**src/design/rsl_pkg.sv**
```systemverilog
// Shared constants, types and control bundles of the run-slice line rasterizer.
`timescale 1ns / 1ps
`default_nettype none
package rsl_pkg;

   // Tile coordinate width; the tile is 2^COORD_WIDTH pixels per side
   localparam int COORD_WIDTH = 6;
   // Run lengths, pixel counts and divider operands hold up to 2^COORD_WIDTH
   localparam int LEN_WIDTH   = COORD_WIDTH + 1;
   // Divider step counter counts LEN_WIDTH-1 down to zero
   localparam int STEP_WIDTH  = $clog2(LEN_WIDTH);

   // Stream payload widths, rounded up to whole bytes
   localparam int REQ_DATA_WIDTH = ((4 * COORD_WIDTH + 7) / 8) * 8;
   localparam int RSP_DATA_WIDTH = ((2 * COORD_WIDTH + 7) / 8) * 8;

   typedef logic [COORD_WIDTH-1:0] coord_type;
   typedef logic [LEN_WIDTH-1:0]   len_type;
   typedef logic [STEP_WIDTH-1:0]  step_type;

   // Commands from the controller to the datapath
   typedef struct packed {
      logic load;        // segment transfer accepted: set up endpoints and divider
      logic div_step;    // one restoring division step
      logic start_runs;  // take quotient and remainder, open the first run
      logic emit_xfer;   // pixel transfer done: advance to the next pixel
   } rsl_cmd_type;

   // Status from the datapath to the controller
   typedef struct packed {
      logic div_done;    // the current division step is the final one
      logic last_pixel;  // the pixel on display is the segment's last
   } rsl_status_type;

endpackage
`default_nettype wire

```
**src/design/run_slice_line_rasterizer.sv**
```systemverilog
// Top level of the run-slice line rasterizer: stream ports and payload packing.
//
// Usage: one segment enters on the req_ stream as two endpoints in the tile;
// the block returns every pixel of the segment on the rsp_ stream in drawing
// order (toward larger x), with rsp_tlast on the final pixel.
// Sequence: after a segment transfer, the serial run-length divider runs,
// a setup state then opens the first run, and the first pixel is offered
// on the rsp_ stream. Pixels then follow at one per cycle while
// rsp_tready is high.
// Segments: one at a time; the block takes no new segment while the serial
// divider or the single pixel stepper is busy with the previous one. req_tready
// is high only when the previous segment's last pixel has been transferred.
// Reset: synchronous, active high; returns to idle and drops any segment in
// progress. When the receiver stalls, the offered pixel holds and stepping
// pauses until the transfer completes.
`timescale 1ns / 1ps
`default_nettype none
module run_slice_line_rasterizer
   import rsl_pkg::*;
(
   input  wire logic                      clock,
   input  wire logic                      reset,
   input  wire logic                      req_tvalid,
   output logic                           req_tready,
   // x_start, y_start, x_end, y_end from bit 0 up, zero padded
   input  wire logic [REQ_DATA_WIDTH-1:0] req_tdata,
   output logic                           rsp_tvalid,
   input  wire logic                      rsp_tready,
   // pixel_x, pixel_y from bit 0 up, zero padded
   output logic [RSP_DATA_WIDTH-1:0]      rsp_tdata,
   output logic                           rsp_tlast
);

   rsl_cmd_type    cmd;
   rsl_status_type status;
   coord_type      pixel_x, pixel_y;

   rsl_ctrl u_ctrl (
      .clock      (clock),
      .reset      (reset),
      .req_tvalid (req_tvalid),
      .req_tready (req_tready),
      .rsp_tvalid (rsp_tvalid),
      .rsp_tready (rsp_tready),
      .status     (status),
      .cmd        (cmd)
   );

   rsl_datapath u_datapath (
      .clock   (clock),
      .reset   (reset),
      .cmd     (cmd),
      .status  (status),
      .x_start (req_tdata[COORD_WIDTH-1:0]),
      .y_start (req_tdata[2*COORD_WIDTH-1:COORD_WIDTH]),
      .x_end   (req_tdata[3*COORD_WIDTH-1:2*COORD_WIDTH]),
      .y_end   (req_tdata[4*COORD_WIDTH-1:3*COORD_WIDTH]),
      .pixel_x (pixel_x),
      .pixel_y (pixel_y),
      .is_last (rsp_tlast)
   );

   // Pack the pixel payload
   always_comb begin
      rsp_tdata                                = '0;
      rsp_tdata[COORD_WIDTH-1:0]               = pixel_x;
      rsp_tdata[2*COORD_WIDTH-1:COORD_WIDTH]   = pixel_y;
   end

endmodule
`default_nettype wire

```
**src/design/rsl_datapath.sv**
```systemverilog
// Datapath: endpoint setup, serial run-length divider and pixel stepper.
`timescale 1ns / 1ps
`default_nettype none
module rsl_datapath
   import rsl_pkg::*;
(
   input  wire logic           clock,
   input  wire logic           reset,
   input  wire rsl_cmd_type    cmd,
   output rsl_status_type      status,
   input  wire coord_type      x_start,
   input  wire coord_type      y_start,
   input  wire coord_type      x_end,
   input  wire coord_type      y_end,
   output coord_type           pixel_x,
   output coord_type           pixel_y,
   output logic                is_last
);

   // Endpoint setup, ordered toward larger x
   coord_type x0, y0, x1, y1, dx, ady, minor, major;
   logic      swap, y_down, x_major;

   // Registers
   coord_type cx_ff, cx_in, cy_ff, cy_in;
   logic      x_major_ff, x_major_in, y_down_ff, y_down_in;
   len_type   nruns_ff, nruns_in;
   len_type   quo_ff, quo_in;
   len_type   div_rem_ff, div_rem_in;
   step_type  step_ff, step_in;
   len_type   acc_ff, acc_in;
   len_type   run_left_ff, run_left_in;
   len_type   pix_left_ff, pix_left_in;

   // Divider step and run bookkeeping
   len_type   shifted, acc_sum, next_len;
   logic      fits, wrap, run_end;
   coord_type y_stepped;

   // Order endpoints and classify the slope
   always_comb begin
      swap    = x_start > x_end;
      x0      = swap ? x_end   : x_start;
      y0      = swap ? y_end   : y_start;
      x1      = swap ? x_start : x_end;
      y1      = swap ? y_start : y_end;
      dx      = x1 - x0;
      y_down  = y1 < y0;
      ady     = y_down ? (y0 - y1) : (y1 - y0);
      x_major = dx > ady;
      minor   = x_major ? ady : dx;
      major   = x_major ? dx  : ady;
   end

   // Restoring division: one quotient bit per step
   always_comb begin
      shifted = {div_rem_ff[LEN_WIDTH-2:0], quo_ff[LEN_WIDTH-1]};
      fits    = shifted >= nruns_ff;
   end

   // Next run length: one extra pixel when the remainder accumulator wraps
   always_comb begin
      acc_sum  = acc_ff + div_rem_ff;
      wrap     = acc_sum >= nruns_ff;
      next_len = quo_ff + LEN_WIDTH'(wrap);
      run_end  = run_left_ff == LEN_WIDTH'(1);
      y_stepped = y_down_ff ? (cy_ff - COORD_WIDTH'(1)) : (cy_ff + COORD_WIDTH'(1));
   end

   // Next-state selection
   always_comb begin
      cx_in       = cx_ff;
      cy_in       = cy_ff;
      x_major_in  = x_major_ff;
      y_down_in   = y_down_ff;
      nruns_in    = nruns_ff;
      quo_in      = quo_ff;
      div_rem_in  = div_rem_ff;
      step_in     = step_ff;
      acc_in      = acc_ff;
      run_left_in = run_left_ff;
      pix_left_in = pix_left_ff;
      if (cmd.load) begin
         cx_in       = x0;
         cy_in       = y0;
         x_major_in  = x_major;
         y_down_in   = y_down;
         nruns_in    = {1'b0, minor} + LEN_WIDTH'(1);
         quo_in      = {1'b0, major} + LEN_WIDTH'(1);
         pix_left_in = {1'b0, major} + LEN_WIDTH'(1);
         div_rem_in  = '0;
         step_in     = STEP_WIDTH'(LEN_WIDTH - 1);
      end
      if (cmd.div_step) begin
         div_rem_in = fits ? (shifted - nruns_ff) : shifted;
         quo_in     = {quo_ff[LEN_WIDTH-2:0], fits};
         step_in    = step_ff - STEP_WIDTH'(1);
      end
      // First run never carries the extra pixel; accumulator starts at rem
      if (cmd.start_runs) begin
         run_left_in = quo_ff;
         acc_in      = div_rem_ff;
      end
      // Step the major axis on every pixel, the minor axis at a run's end
      if (cmd.emit_xfer) begin
         pix_left_in = pix_left_ff - LEN_WIDTH'(1);
         if (x_major_ff || run_end) begin
            cx_in = cx_ff + COORD_WIDTH'(1);
         end
         if (!x_major_ff || run_end) begin
            cy_in = y_stepped;
         end
         if (run_end) begin
            run_left_in = next_len;
            acc_in      = wrap ? (acc_sum - nruns_ff) : acc_sum;
         end else begin
            run_left_in = run_left_ff - LEN_WIDTH'(1);
         end
      end
   end

   // Payload and working registers, no reset needed
   always_ff @(posedge clock) begin
      cx_ff       <= cx_in;
      cy_ff       <= cy_in;
      x_major_ff  <= x_major_in;
      y_down_ff   <= y_down_in;
      nruns_ff    <= nruns_in;
      quo_ff      <= quo_in;
      div_rem_ff  <= div_rem_in;
      acc_ff      <= acc_in;
      run_left_ff <= run_left_in;
      pix_left_ff <= pix_left_in;
   end

   // Step counter is control state
   always_ff @(posedge clock) begin
      if (reset) begin
         step_ff <= '0;
      end else begin
         step_ff <= step_in;
      end
   end

   // Status and pixel outputs
   always_comb begin
      status.div_done   = step_ff == '0;
      status.last_pixel = pix_left_ff == LEN_WIDTH'(1);
      pixel_x           = cx_ff;
      pixel_y           = cy_ff;
      is_last           = pix_left_ff == LEN_WIDTH'(1);
   end

endmodule
`default_nettype wire

```
**src/design/rsl_ctrl.sv**
```systemverilog
// Controller: sequences segment setup, division and pixel emission.
`timescale 1ns / 1ps
`default_nettype none
module rsl_ctrl
   import rsl_pkg::*;
(
   input  wire logic           clock,
   input  wire logic           reset,
   input  wire logic           req_tvalid,
   output logic                req_tready,
   output logic                rsp_tvalid,
   input  wire logic           rsp_tready,
   input  wire rsl_status_type status,
   output rsl_cmd_type         cmd
);

   localparam logic [1:0] ST_IDLE = 2'd0;
   localparam logic [1:0] ST_DIV  = 2'd1;
   localparam logic [1:0] ST_RUN0 = 2'd2;
   localparam logic [1:0] ST_EMIT = 2'd3;

   logic [1:0] state_ff, state_in;

   // Handshakes and commands
   always_comb begin
      req_tready     = state_ff == ST_IDLE;
      rsp_tvalid     = state_ff == ST_EMIT;
      cmd.load       = req_tready && req_tvalid;
      cmd.div_step   = state_ff == ST_DIV;
      cmd.start_runs = state_ff == ST_RUN0;
      cmd.emit_xfer  = rsp_tvalid && rsp_tready;
   end

   // Next state
   always_comb begin
      state_in = state_ff;
      case (state_ff)
         ST_IDLE: begin
            if (req_tvalid) begin
               state_in = ST_DIV;
            end
         end
         ST_DIV: begin
            if (status.div_done) begin
               state_in = ST_RUN0;
            end
         end
         ST_RUN0: begin
            state_in = ST_EMIT;
         end
         ST_EMIT: begin
            if (rsp_tready && status.last_pixel) begin
               state_in = ST_IDLE;
            end
         end
         default: begin
            state_in = ST_IDLE;
         end
      endcase
   end

   always_ff @(posedge clock) begin
      if (reset) begin
         state_ff <= ST_IDLE;
      end else begin
         state_ff <= state_in;
      end
   end

endmodule
`default_nettype wire
```
**config.mk**
```make
export PLATFORM = sky130hd
export DESIGN_NAME = run_slice_line_rasterizer
export DESIGN_NICKNAME = d
export VERILOG_FILES = /design/src/design/rsl_pkg.sv /design/src/design/run_slice_line_rasterizer.sv /design/src/design/rsl_datapath.sv /design/src/design/rsl_ctrl.sv
export SDC_FILE = /design/constraint.sdc
export NUM_CORES = 1
export LEC_CHECK = 0
export BUFFER_PORTS_ARGS = -buffer_cell sky130_fd_sc_hd__clkbuf_2
export CELL_PAD_IN_SITES_DETAIL_PLACEMENT = 0
export CELL_PAD_IN_SITES_GLOBAL_PLACEMENT = 2
export CORE_ASPECT_RATIO = 1.75
export CORE_MARGIN = 2
export CORE_UTILIZATION = 25
export CTS_BUF_LIST = sky130_fd_sc_hd__clkbuf_8 sky130_fd_sc_hd__clkbuf_16
export DETAILED_ROUTE_END_ITERATION = 8
export GPL_ROUTABILITY_DRIVEN = 0
export PLACE_DENSITY = 0.65
export SYNTH_ARGS = -nofsm -noshare
export SYNTH_HDL_FRONTEND = slang
export SYNTH_SLANG_ARGS = --single-unit
```
**constraint.sdc**
```tcl
create_clock -name clock -period 7.5 [get_ports clock]
set_input_delay 1.5 -clock clock [delete_from_list [all_inputs] [get_ports clock]]
set_output_delay 1.5 -clock clock [all_outputs]
set_load 0.01 [all_outputs]
```
==> flow_summary.toml, run 1 <==
[status]
status = "finished clean"

[timing]
tightest_slew_ps = 695
slew_violations = 0
min_period_over_period_pct = 91.3
fmax_mhz = 146
fin_setup_tns_ps = 0
slew_headroom_pct = 53.4
layout_setup_ws_ps = 656
finClkSkew_ps = 9.49
rsz0062_at_grt = "no"
setup_viol_count_final = 0
min_period_ps = 6840
final-hold-violation-count = 0

[synth]
synth_top_area_cell = "edfxtp_1"
synth_area_um2 = 5820
async_flop_share_pct = 0
synthTopCellsByArea = "edfxtp_1 19%, ha_1 12%, dfxtp_1 8.3%, a21oi_1 4.3%, o21ai_0 4.3%"
synth_edf_count = 37
ys_ff_latch = 61
avgSynthCellArea_um2 = 8.38
yosys_warnings = 0
synth_top_area_share_pct = 19.1
synthFlopType = "edfxtp_1"
yosysSeqAreaShare_pct = 27.4
syn_inst = 694
synth_cell_type_count = 75

[cts]
htree_levels = 3
post_cts_buffers = 0
cts_tree = "done"
cts_inserted_buffers = 9
cts_root_buf = "clkbuf_16"
hold_buffers = 0
clkTransAtPathRegs_ps = 50
worstSkewPairLatency_ps = 340
cts_buffer_depth = 2
post_cts_resized = 0
clock-sinks = 61

[routing]
met3_length_um = 327
drcViolationCount = 0
drt-met1-wl_um = 6090
maxUsedRoutingLayer = "met4"
drt_pass1_iterations = 4
ant_nets = 0
vias = 5135
wl_met2_um = 9550
finalWirelength_um = 16400
routed_via_density = 4.96
drtIter0Drc = 202
wl_per_cell_um = 15.9

[worst_setup_path]
cp-end-kind = "flop"
worstPathArrival_ps = 6910
required_ps = 7570
crit_buf_inv = 5
critPathKind = "input pin to flop"
worst_path_largest_cell_delay_ps = 450
timing.critical_path.mode_cell = "ha_1"
crit_slowest_cell = "o41ai_1"
start_kind = "input pin"
cp_max_fo = 14
reg2reg_slack_ps = 3300
crit_family = "compound AO/OA/AOI/OAI gates"

[global_routing]
grt_max_degree = 26
antenna_found_initial = 0
grt_pass1_wl_um = 26400
grt_pass1_vias = 5259
groute.usage.overall_pct = 13.6
grt-ovfl-total = 0

[final_layout]
final_common_cell = "nand2_1"
fin_nets = 817
final_cell_mix = "63 x nand2_1, 55 x nor2_1, 54 x ha_1"
synthToLayoutAreaGrowth_pct = 14.0
finish.utilization_pct = 29.1
layout-drive-gt1-share_pct = 12.6
n_antenna_cell = 0
fin_area_um2 = 6630

[die]
die_height_um = 206
dieArea_um2 = 24500
core_region_area_um2 = 22700
initial_core_util_pct = 25.6
die_w_um = 119
io_pins = 47
fp-row-count = 73

[run]
drv_cap = 0

[pwr]
leakagePower_nw = 2.85
pwr_density_cell_nw_per_um2 = 470
p_total_mw = 3.11
peakVddDrop_mv = 0.132

[hold_path]
hold_class = "flop to flop"

[place]
port-buffer-count = 42
pre_cts_ws_ps = 316
postPlaceCellArea_um2 = 6360
dpl.hpwl_um = 13500
==> state kept, by name (all words and copies together), names as in the netlist <==
| name | flops |
|---|---|
| u_datapath.nruns_ff | 7 |
| u_datapath.run_left_ff | 7 |
| u_datapath.pixel_y | 6 |
| u_ctrl.state_ff | 2 |
| u_datapath.quo_ff | 7 |
| u_datapath.step_ff | 3 |
| u_datapath.y_down_ff | 1 |
| u_datapath.pixel_x | 6 |
| u_datapath.x_major_ff | 1 |
| u_datapath.acc_ff | 7 |
| u_datapath.pix_left_ff | 7 |
| u_datapath.div_rem_ff | 7 |
==> logic make-up after synthesis <==
kind of cell / share of synthesized area [%]
AO/OA/AOI/OAI: 23.0
buffers and inverters: 5.64
AND/OR/NAND/NOR: 17.4
multiplexers: 5.62
XOR/XNOR: 6.48
adder cells (fa/ha/maj): 14.4
flip-flops: 27.4
other: 0.0645
==> path summary, 6_finish.rpt <==
path / cells past startpoint / start / to
hold reg to reg: 2 / u_datapath.step_ff[0] / u_datapath.step_ff[0]
setup / recovery: 25 / req_tdata[16] / u_datapath.pix_left_ff[6]
hold / removal: 2 / u_datapath.step_ff[0] / u_datapath.step_ff[0]
setup reg to reg: 16 / u_datapath.div_rem_ff[0] / u_datapath.run_left_ff[4]
==> Yosys cell counts, drive strengths merged (4+ instances only) <==
cell     n
o21bai   4
nor2    55
and2     7
o31ai    5
nand3   13
nor3     8
a211oi   5
edfxtp  37
mux2    10
o21ai   52
o211ai  17
nor4     4
a31oi    7
xnor2   25
clkbuf  21
inv     50
a21o    20
mux2i   21
a221oi   5
a21oi   51
fa       4
buf      9
dfxtp   24
nor2b   11
nand2   63
ha      54
and3     7
nand2b  10
maj3     8
nand4   10
xor2    18
==> tightest hold or removal path: stages (launching register included) <==
cell	delay (ps)
dfxtp_1	310
nand3_1	70
a21oi_1	60
==> per-stage QoR <==
stage	hold slack [ps]	std cells
final	486	1036
after global routing	522	1036
after CTS	496	1036
after global placement	453	1020
after floorplan	437	697
after detailed placement	488	1020
==> metal layers <==
metal / up-vias / global-route usage [%]
met5: - / 0
li1: 2609 / -
met1: 2425 / 12.9
met4: 0 / 5.63
met3: 27 / 1.75
met2: 74 / 28.4
==> report_power, final <==
part / internal, mW / switching, mW / leakage (nW) / total [mW]
clock: 0.228 / 0.151 / 0.137 / 0.379
sequential: 0.594 / 0.143 / 0.560 / 0.737
combinational: 0.870 / 1.13 / 2.15 / 2.00
total: 1.69 / 1.42 / 2.85 / 3.11
==> final cells by class <==
class	instances	area, um^2
multi-input combinational	555	3910
clock buffer	10	239
inverter	51	191
tap	300	375
sequential	61	1590
clock inverter	6	30.0
timing repair buffer	53	293
fill	2417	16100
No activity file was read; power rests on OpenSTA's default activity.
==> inputs of run 2 (changes only) <==
- PLACE_DENSITY: 0.65 -> unset
- PLACE_DENSITY_LB_ADDON: unset -> 0.1
==> run 2 against run 1 <==
Effect of this change: fmax is 2.2% higher; non-clock buffer count did not move; cell count unchanged; register-to-register slack improved by 80 ps; largest cell class unchanged; cell area up 0.70%; clock power increased by 18%; highest routed layer unchanged; via count shrank 0.82%.
==> flow_summary.toml, run 2 (synthesis results as in run 1) <==
[routing]
drcViolationCount = 0
vias = 5093
ant_nets = 0
routed_via_density = 4.92
drtIter0Drc = 203
finalWirelength_um = 17300
drt_pass1_iterations = 4
wl_per_cell_um = 16.7

[final_layout]
n_antenna_cell = 0
layout-drive-gt1-share_pct = 12.8
final_cell_mix = "63 x nand2_1, 55 x nor2_1, 54 x ha_1"
synthToLayoutAreaGrowth_pct = 14.8
fill_cells = 2434
fin_nets = 817
final_common_cell = "nand2_1"

[global_routing]
grt_pass1_wl_um = 27800
grt-ovfl-total = 0
use_met3_pct = 1.16
grt-busiest-layer = "met2"
use_met1_pct = 14.9
groute.usage.overall_pct = 14.5
grt_max_degree = 26
antenna_found_initial = 0
grt_pass1_vias = 5205
met2_usage_pct = 30.2

[timing]
fin_setup_tns_ps = 0
min_period_over_period_pct = 89.3
slew_violations = 0
fmax_mhz = 149
tightest_slew_ps = 765
slew_headroom_pct = 48.6
rsz0062_at_grt = "no"
setup_viol_count_final = 0
min_period_ps = 6700
finClkSkew_ps = 9.83
layout_setup_ws_ps = 803
final-hold-violation-count = 0

[worst_setup_path]
required_ps = 7560
path_depth = 26
crit_slowest_cell = "a2111oi_0"
cp-end-kind = "flop"
reg2reg_slack_ps = 3380
start_kind = "input pin"
r2r_cells = 16
worstPathArrival_ps = 6760
critPathKind = "input pin to flop"
timing.critical_path.mode_cell = "ha_1"
crit_family = "compound AO/OA/AOI/OAI gates"
worst_path_largest_cell_delay_ps = 460
cp_max_fo = 8
crit_buf_inv = 3

[cts]
cts_buffer_depth = 2
clkTransAtPathRegs_ps = 60
post_cts_buffers = 0
post_cts_resized = 0
hold_buffers = 0
worstSkewPairLatency_ps = 340
cts_root_buf = "clkbuf_16"
cts_tree = "done"
cts_inserted_buffers = 9
clock-sinks = 61
htree_levels = 3

[place]
port-buffer-count = 42
pre_cts_ws_ps = 455
dpl.hpwl_um = 14000

[pwr]
pwr_density_cell_nw_per_um2 = 478
p_total_mw = 3.19
leakagePower_nw = 2.87
peakVddDrop_mv = 0.138

[die]
io_pins = 47
die_height_um = 206
core_region_area_um2 = 22700
initial_core_util_pct = 25.6
fp-row-count = 73
die_w_um = 119
dieArea_um2 = 24500

[run]
drv_cap = 0

[hold_path]
hold_path_depth = 2
hold_class = "flop to flop"

[status]
status = "finished clean"
==> run 2: routing by layer <==
metal  routed length, um  share of wire (%)
met2               10000                 58
met5                   0                  0
met1                6730                 39
met3                 192                1.1
met4                 303                1.8
==> run 2: area by class of cell <==
| type | instances | area (um^2) | area share, % |
|---|---|---|---|
| flip-flops and latches | 61 | 1590 | 23.8 |
| inverters | 51 | 191 | 2.87 |
| clock buffers | 9 | 225 | 3.37 |
| multi-input cells | 555 | 3910 | 58.5 |
| repair buffers | 53 | 293 | 4.39 |
| well taps | 300 | 375 | 5.62 |
| clock inverters | 7 | 90.1 | 1.35 |
==> run 2: final timing paths <==
path                                             endpoint                     start
worst max-delay path            u_datapath.pix_left_ff[5]             req_tdata[16]
worst min-delay path                u_datapath.step_ff[0]     u_datapath.step_ff[0]
worst max register to register  u_datapath.run_left_ff[4]  u_datapath.div_rem_ff[0]
worst min register to register      u_datapath.step_ff[0]     u_datapath.step_ff[0]
==> run 2: through the flow <==
step	cells	utilization, %	cell area, um^2	hold slack (ps)
6_report	1036	29.3	6670	468
3_3_place_gp	1020	28.0	6360	452
3_5_place_dp	1020	28.0	6360	461
2_1_floorplan	697	-	5830	437
5_1_grt	1036	29.3	6670	507
4_1_cts	1036	29.3	6670	469
==> run 2: worst min-delay path: stages (launching register included) <==
cell     delay, ps
dfxtp_1        310
nand3_1         60
a21oi_1         50
==> run 2: report_power, final <==
| part | total, mW | internal [mW] | switching [mW] | leakage (nW) |
|---|---|---|---|---|
| Combinational | 2.00 | 0.870 | 1.13 | 2.15 |
| Sequential | 0.740 | 0.594 | 0.146 | 0.560 |
| Clock | 0.449 | 0.289 | 0.160 | 0.157 |
| Total | 3.19 | 1.75 | 1.44 | 2.87 |
==> inputs of run 3 (changes only) <==
- CORE_MARGIN: 2 -> unset
- SLEW_MARGIN: unset -> 15
==> run 3 against run 2 <==
Effect of this change: power down 1.2%; combinational power about the same; first-iteration DRC count down 8.9%; clock skew is 0.53 ps lower; non-clock buffer count did not move; sequential power barely moved; register-to-register slack got worse by 40 ps; global-route usage up 0.89 points.
==> flow_summary.toml, run 3 (synthesis results as in run 1) <==
[routing]
finalWirelength_um = 17500
wl_per_cell_um = 16.9
drtIter0Drc = 185
routed_via_density = 4.91
drcViolationCount = 0
ant_nets = 0
drt_pass1_iterations = 4
vias = 5083

[timing]
min_period_ps = 6780
final-hold-violation-count = 0
fmax_mhz = 148
fin_setup_tns_ps = 0
layout_setup_ws_ps = 724
min_period_over_period_pct = 90.3
slew_headroom_pct = 52.6
rsz0062_at_grt = "no"
finClkSkew_ps = 9.29
tightest_slew_ps = 709
setup_viol_count_final = 0
slew_violations = 0

[final_layout]
finish.utilization_pct = 29.2
synthToLayoutAreaGrowth_pct = 14.2
final_cell_mix = "63 x nand2_1, 55 x nor2_1, 54 x ha_1"
fin_nets = 817
seq_area_um2 = 1590
final_common_cell = "nand2_1"
fill_cells = 2442
fin_area_um2 = 6640
n_antenna_cell = 0
layout-drive-gt1-share_pct = 12.4
multi_input_area_um2 = 3910

[die]
die_height_um = 204
io_pins = 47
core_region_area_um2 = 22700
fp-row-count = 73
initial_core_util_pct = 25.6
dieArea_um2 = 23900
die_w_um = 117

[cts]
worstSkewPairLatency_ps = 340
htree_levels = 3
post_cts_resized = 0
cts_buffer_depth = 2
clock-sinks = 61
clkTransAtPathRegs_ps = 60
cts_inserted_buffers = 9
cts_root_buf = "clkbuf_16"
post_cts_buffers = 0
hold_buffers = 0
cts_tree = "done"

[worst_setup_path]
cp_max_fo = 9
rr_endpoint = "u_datapath.run_left_ff[5]"
cp-end-kind = "flop"
critPathKind = "input pin to flop"
start_kind = "input pin"
worstPathArrival_ps = 6840
reg2reg_slack_ps = 3340
timing.rr.start = "u_datapath.div_rem_ff[0]"
required_ps = 7560
r2r_cells = 15

[global_routing]
grt_pass1_vias = 5229
grt_pass1_wl_um = 27500
groute.usage.overall_pct = 15.4
grt_max_degree = 26
antenna_found_initial = 0
grt-ovfl-total = 0

[pwr]
leakagePower_nw = 2.85
p_total_mw = 3.15
pwr_density_cell_nw_per_um2 = 475
peakVddDrop_mv = 0.149

[place]
postPlaceCellArea_um2 = 6360
port-buffer-count = 42
pre_cts_ws_ps = 367
dpl.hpwl_um = 14400

[hold_path]
hold_class = "flop to flop"
worstHoldStart = "u_datapath.step_ff[0]"
hold_path_depth = 2
whs_endpoint = "u_datapath.step_ff[0]"

[run]
drv_cap = 0

[status]
status = "finished clean"
-- run 3: per-stage QoR --
| stage | std cells | hold slack (ps) |
|---|---|---|
| after global routing | 1036 | 520 |
| after detailed placement | 1020 | 466 |
| after floorplan | 697 | 437 |
| final | 1036 | 471 |
| after global placement | 1020 | 455 |
| after CTS | 1036 | 474 |
-- run 3: cell type report --
type                    instances  share of cell area [%]
flip-flops and latches         61                    24.0
clock buffers                   9                    3.39
clock inverters                 7                   0.867
inverters                      51                    2.88
well taps                     300                    5.65
repair buffers                 53                    4.41
multi-input cells             555                    58.8
-- run 3: worst max-delay path by stage --
stage	endpoint	slack, ps	start
after global placement	u_datapath.pix_left_ff[5]	390	req_tdata[16]
after floorplan	u_datapath.quo_ff[5]	450	req_tdata[15]
after CTS	u_datapath.pix_left_ff[5]	730	req_tdata[16]
after detailed placement	u_datapath.pix_left_ff[5]	370	req_tdata[16]
after global routing	u_datapath.quo_ff[5]	180	req_tdata[16]
final	u_datapath.pix_left_ff[5]	720	req_tdata[16]
-- run 3: layer usage --
layer / track usage [%] / part of all wire, % / vias to the layer above
li1: - / - / 2597
met1: 15.3 / 38 / 2416
met2: 31.4 / 59 / 50
met3: 1.49 / 1.2 / 20
met4: 5.79 / 2.2 / 0
met5: 0 / 0 / -
-- run 3: where the power goes --
part | total [mW] | internal, mW | switching, mW | leakage, nW
registers | 0.740 | 0.594 | 0.146 | 0.560
logic | 2.01 | 0.873 | 1.14 | 2.15
clock network | 0.406 | 0.252 | 0.154 | 0.139
-- run 3: worst max-delay path, cell delays in order --
cell and delay (ps):
clkbuf_2 90, inv_1 50, ha_1 430, and4_1 290, o21ai_2 150, a21oi_2 240, a21oi_1 90, ha_1 220
a2111oi_0 480, a211oi_1 110, o21ai_0 180, nor4b_2 380, o21a_1 240, nor2_1 60, ha_1 290, and3_1 160
o21ai_0 70, nand2_1 70, o21ai_1 170, clkinv_1 230, a2111o_1 440, a22o_2 200, and3_1 140, o31a_1 140
nor4_1 290, o31ai_1 120
